--- src/rtl/ebd_pkg.sv ---
// ----------------------------------------------------------------------------
// ebd_pkg
// Shared widths, register indexes, reset values and helpers for the
// energy beat detector.
// ----------------------------------------------------------------------------
package ebd_pkg;

    localparam int SAMPLE_W   = 32;
    localparam int MAG_W      = 31;
    localparam int SUM_W      = 43;   // 4095 * (2^31 - 1) < 2^43
    localparam int LEN_W      = 12;
    localparam int DYN_W      = 8;
    localparam int STAT_W     = 18;
    localparam int COOL_W     = 16;
    localparam int FLOOR_W    = 32;
    localparam int PROD_W     = MAG_W + DYN_W;
    localparam int CFG_IDX_W  = 3;
    localparam int CFG_DATA_W = 18;

    // Register indexes on the config port
    localparam logic [CFG_IDX_W-1:0] REG_DYN_THRESH  = 3'd0;
    localparam logic [CFG_IDX_W-1:0] REG_STAT_THRESH = 3'd1;
    localparam logic [CFG_IDX_W-1:0] REG_COOLDOWN    = 3'd2;
    localparam logic [CFG_IDX_W-1:0] REG_WIN_LEN     = 3'd3;

    localparam logic [DYN_W-1:0]   DYN_RESET    = 8'd45;
    localparam logic [COOL_W-1:0]  COOL_RESET   = 16'd2205;
    localparam int                 STATIC_SCALE = 10000;
    localparam logic [FLOOR_W-1:0] FLOOR_RESET  = 32'd5000000;  // 500 * 10000
    localparam int                 WIN_RESET    = 2000;

    typedef enum logic [2:0] {
        ST_CLEAR,
        ST_IDLE,
        ST_UPDATE,
        ST_DIVIDE,
        ST_SCALE,
        ST_DECIDE
    } ebd_state_t;

    // Magnitude of a two's complement sample, saturated at 2^31-1.
    function automatic logic [MAG_W-1:0] sample_mag(input logic [SAMPLE_W-1:0] bits);
        logic [SAMPLE_W-1:0] neg;
        neg = ~bits + 32'd1;
        if (!bits[SAMPLE_W-1])
            return bits[MAG_W-1:0];
        else if (bits == 32'h8000_0000)
            return {MAG_W{1'b1}};
        else
            return neg[MAG_W-1:0];
    endfunction

endpackage

--- src/rtl/ebd_div.sv ---
// ----------------------------------------------------------------------------
// ebd_div
// Restoring divider, one quotient bit per cycle. Expects a quotient below
// 2^31 (dividend < divisor * 2^31), so only 31 steps are run.
// ----------------------------------------------------------------------------
module ebd_div (
    input  logic                      clk,
    input  logic                      rst_n,
    input  logic                      start,
    input  logic [ebd_pkg::SUM_W-1:0] dividend,
    input  logic [ebd_pkg::LEN_W-1:0] divisor,
    output logic                      done,
    output logic [ebd_pkg::MAG_W-1:0] quotient
);
    import ebd_pkg::*;

    localparam int CNT_W = $clog2(MAG_W + 1);

    logic [LEN_W-1:0] rem_reg, rem_next;
    logic [MAG_W-1:0] q_reg, q_next;
    logic [LEN_W-1:0] div_reg;
    logic [CNT_W-1:0] cnt_reg, cnt_next;
    logic             busy_reg, busy_next;
    logic             done_reg, done_next;
    logic [LEN_W:0]   trial;
    logic [LEN_W:0]   diff;

    always_comb
    begin
        trial     = {rem_reg, q_reg[MAG_W-1]};
        diff      = trial - {1'b0, div_reg};
        rem_next  = rem_reg;
        q_next    = q_reg;
        cnt_next  = cnt_reg;
        busy_next = busy_reg;
        done_next = 1'b0;
        if (start)
        begin
            rem_next  = dividend[SUM_W-1:MAG_W];
            q_next    = dividend[MAG_W-1:0];
            cnt_next  = CNT_W'(MAG_W);
            busy_next = 1'b1;
        end
        else if (busy_reg)
        begin
            if (trial >= {1'b0, div_reg})
            begin
                rem_next = diff[LEN_W-1:0];
                q_next   = {q_reg[MAG_W-2:0], 1'b1};
            end
            else
            begin
                rem_next = trial[LEN_W-1:0];
                q_next   = {q_reg[MAG_W-2:0], 1'b0};
            end
            cnt_next = cnt_reg - 1'b1;
            if (cnt_reg == CNT_W'(1))
            begin
                busy_next = 1'b0;
                done_next = 1'b1;
            end
        end
    end

    always_ff @(posedge clk or negedge rst_n)
    begin
        if (!rst_n)
        begin
            busy_reg <= 1'b0;
            done_reg <= 1'b0;
            cnt_reg  <= '0;
        end
        else
        begin
            busy_reg <= busy_next;
            done_reg <= done_next;
            cnt_reg  <= cnt_next;
        end
    end

    always_ff @(posedge clk)
    begin
        rem_reg <= rem_next;
        q_reg   <= q_next;
        if (start)
            div_reg <= divisor;
    end

    assign done     = done_reg;
    assign quotient = q_reg;

endmodule

--- config.mk ---
export PLATFORM = sky130hd
export DESIGN_NAME = ebd_div
export DESIGN_NICKNAME = d
export VERILOG_FILES = /design/src/rtl/ebd_pkg.sv /design/src/rtl/ebd_div.sv
export SDC_FILE = /design/constraint.sdc
export NUM_CORES = 1
export LEC_CHECK = 0
export BUFFER_PORTS_ARGS = -buffer_cell sky130_fd_sc_hd__buf_4
export CAP_MARGIN = 10
export CORE_MARGIN = 4
export CORE_UTILIZATION = 56
export DETAILED_ROUTE_END_ITERATION = 10
export PLACE_DENSITY = 0.93
export SYNTH_ARGS = -nofsm -noshare
export SYNTH_HDL_FRONTEND = slang
export SYNTH_SLANG_ARGS = --single-unit
export TNS_END_PERCENT = 30
--- constraint.sdc ---
create_clock -name clk -period 4.6 [get_ports clk]
set_clock_uncertainty 0.15 [all_clocks]
set_input_delay 0.46 -clock clk [delete_from_list [all_inputs] [get_ports clk]]
set_output_delay 0.46 -clock clk [all_outputs]
set_load 0.05 [all_outputs]
==> results.yml <==
outcome:
  outcome: "finished clean"
finish:
  largest_reg_flops: 31
  layout.nets: 421
  area_growth_pct: 26.8
  postLayoutCellArea_mm2: 0.00411
  nFillCells: 346
  antenna_cells: 0
  drive_gt1_frac: 0.385
flow_run:
  max_cap_violations: 0
synthesis:
  ys_async_sr_fraction: 0.113
  yosysUniqueCellTypes: 45
  synth_top_area_share: 0.510
  syn-instance-count: 257
  synth_nets: 330
  synth-adder-area-share: 0.0603
  synth_edf_count: 55
  synth_ff_type: "edfxtp_1"
  synth_area_mm2: 0.00324
  synth_top_family_by_area: "multiplexers"
  ys_ff_latch: 62
  synth_top_area_cell: "edfxtp_1"
  ys_seq_area_frac: 0.564
  yosys.area_share.xor_xnor: 0.0270
  yosysWarnings: 0
  synthTopCellsByArea: "edfxtp_1 (51%), mux2_2 (10%), dfrtp_1 (5.4%), ha_1 (5.4%), nand2_1 (2.4%)"
  synthSimpleGateAreaFrac: 0.0869
  synth_area_per_cell_um2: 12.6
  synth_compound_area_frac: 0.101
  muxShareOfSynthArea: 0.126
min_path:
  hold_class: "in -> reg"
cts:
  cts_buffer_depth: 2
  insertion_delay_ns: 0.33
  cts_buffers: 9
  clock_sinks: 62
  clkSlewWorstSetupHoldPaths_ns: 0.06
  ctsResizeCount: 0
  clk_root_buffer_cell: "clkbuf_8"
  ctsHtreeMaxLevel: 3
  cts_tree: "done"
global_route:
  grt_pass1_wl_um: 12100
  globalRouteTotalUtil: 0.217
  grt_pass1_vias: 2557
  antenna_found_initial: 0
  globalRoute.totalOverflow: 0
  grt_max_degree: 65
routing:
  route.detailed.drc: 0
  drt_wl_total_um: 7440
  via_count: 2418
  routedWlPerCell_um: 17.6
  vias_per_cell: 5.72
  first_pass_iters: 5
  ant_nets: 0
  drt_iter0_markers: 217
power:
  ir_drop_uv: 295
  power_leakage_nw: 1.76
  cellPowerDensity_mw_per_mm2: 524
worst_setup_path:
  arrival_ns: 2.74
  path_cells: "inv_1, ha_1, fa_1, nor2b_1, o31a_1, o31ai_4, a2111oi_0, a41o_1, o21a_1, o22a_1"
  start_kind: "flop"
  critPathMaxStageDelay_ns: 0.42
  cp_data_required_time_ns: 4.65
  end_kind: "flop"
  slowest_stage: "fa_1"
  cp_max_fo: 4
  path_class: "reg -> reg"
place:
  place_area_mm2: 0.00395
  port_buffers: 89
  dp_hpwl_um: 5370
  place_congestion: 0.905
floorplanning:
  die_y_um: 84.1
  core.rowCount: 27
  coreArea_mm2: 0.00557
  die_x_um: 84.1
  start_util: 0.581
  dieArea_mm2: 0.00707
  ios: 90
timing:
  tns_ns: 0
  worst_pin_slew_ns: 1.03
  fin_crit_ns: 2.69
  rsz0062_at_grt: "false"
  drv_slew: 0
  slew_headroom: 0.315
  fin_crit_sh: 0.585
  hold_viol: 0
  max_freq_mhz: 372
  setup_viol: 0
## cell families (layout without fill, tap and decap cells)
group,Yosys count,count (layout)
XOR/XNOR,10,10
multiplexers,37,37
AND/OR/NAND/NOR,60,60
AO/OA/AOI/OAI,45,45
buffers and inverters,28,122
adder cells (fa/ha/maj),15,15
flip-flops,62,62
## worst paths after layout
check / start / endpoint / slack [ns] / cells past startpoint
max in group asynchronous: rst_n / cnt_reg[3]$_DFFE_PN0P_ / 3.86 / 2
worst min register to register: cnt_reg[4]$_DFFE_PN0P_ / cnt_reg[4]$_DFFE_PN0P_ / 0.38 / 2
min in group asynchronous: rst_n / cnt_reg[0]$_DFFE_PN0P_ / 0.31 / 2
worst min-delay path: divisor[4] / div_reg[4]$_DFFE_PP_ / 0.15 / 1
worst max register to register: quotient[30]$_DFFE_PP_ / rem_reg[10]$_DFFE_PP_ / 1.91 / 10
worst max-delay path: quotient[30]$_DFFE_PP_ / rem_reg[10]$_DFFE_PP_ / 1.91 / 10
## metrics by stage
step | worst slack (ns) | hold slack, ns | cells | power (mW) | util
6_report | 1.91 | 0.155 | 423 | 2.15 | 0.737
5_1_grt | 1.79 | 0.132 | 423 | 2.29 | 0.737
4_1_cts | 1.94 | 0.142 | 423 | 2.14 | 0.737
3_5_place_dp | 1.97 | 0.128 | 408 | 1.77 | 0.709
3_3_place_gp | 2.02 | 0.128 | 408 | 1.73 | 0.709
2_1_floorplan | 1.82 | 0.0144 | 257 | 1.55 | -
## synth_stat cells (2+ instances only)
cell,instances
ha_1,14
edfxtp_1,55
mux2_2,30
a311oi_1,2
o31ai_1,3
nand2b_1,2
nand3_1,2
o21ai_1,6
o21ai_0,5
a21oi_1,9
xnor2_1,7
inv_1,18
mux2i_1,7
nor3b_1,2
o21a_1,6
nor2b_1,3
nand2_1,21
dfrtp_1,7
xor2_1,3
clkbuf_1,8
nor2_1,18
nor3_1,6
## placed cells by master, fill, tap and decap left out, types with 5 or more instances in the layout
cell type / n
buf_4: 89
edfxtp_1: 55
mux2_2: 30
nand2_1: 21
inv_1: 18
nor2_1: 18
ha_1: 14
a21oi_1: 9
clkbuf_8: 9
xnor2_1: 7
mux2i_1: 7
dfrtp_1: 7
o21a_1: 6
o21ai_1: 6
nor3_1: 6
o21ai_0: 5
## area by class of cell
class                           count  area, um^2  area share
Timing Repair Buffer               90         678       0.165
Clock inverter                      3        13.8     0.00335
Clock buffer                       11         131      0.0320
Sequential cell                    62        1830       0.445
Multi-Input combinational cell    167        1300       0.316
Tap cell                           72        90.1      0.0219
Inverter                           18        67.6      0.0165
## routing by layer
metal / up-vias / track usage / part of all wire
li1: 1132 / - / -
met1: 1147 / 0.242 / 0.38
met2: 121 / 0.368 / 0.50
met3: 18 / 0.0918 / 0.10
met4: 0 / 0.0789 / 0.022
met5: - / 0 / 0
## power by group
group          leakage [nW]  switching (mW)  internal, mW
Sequential            0.644          0.0642         0.743
Clock                0.0765           0.192         0.186
Combinational          1.04           0.558         0.408
## timing repair
item	4_1_cts	5_1_grt
hold endpoints to repair	7	0
buffers inserted	0	0
hold buffers	1	0
## worst max-delay path, delay by kind of cell, from the launching register on
family,cells,cell delay (ns)
simple gates,1,0.17
buf+inv,1,0.06
compound gates,6,1.15
fa+ha+maj,2,0.65
flops,1,0.38
Power figures use the tool's default switching activity.
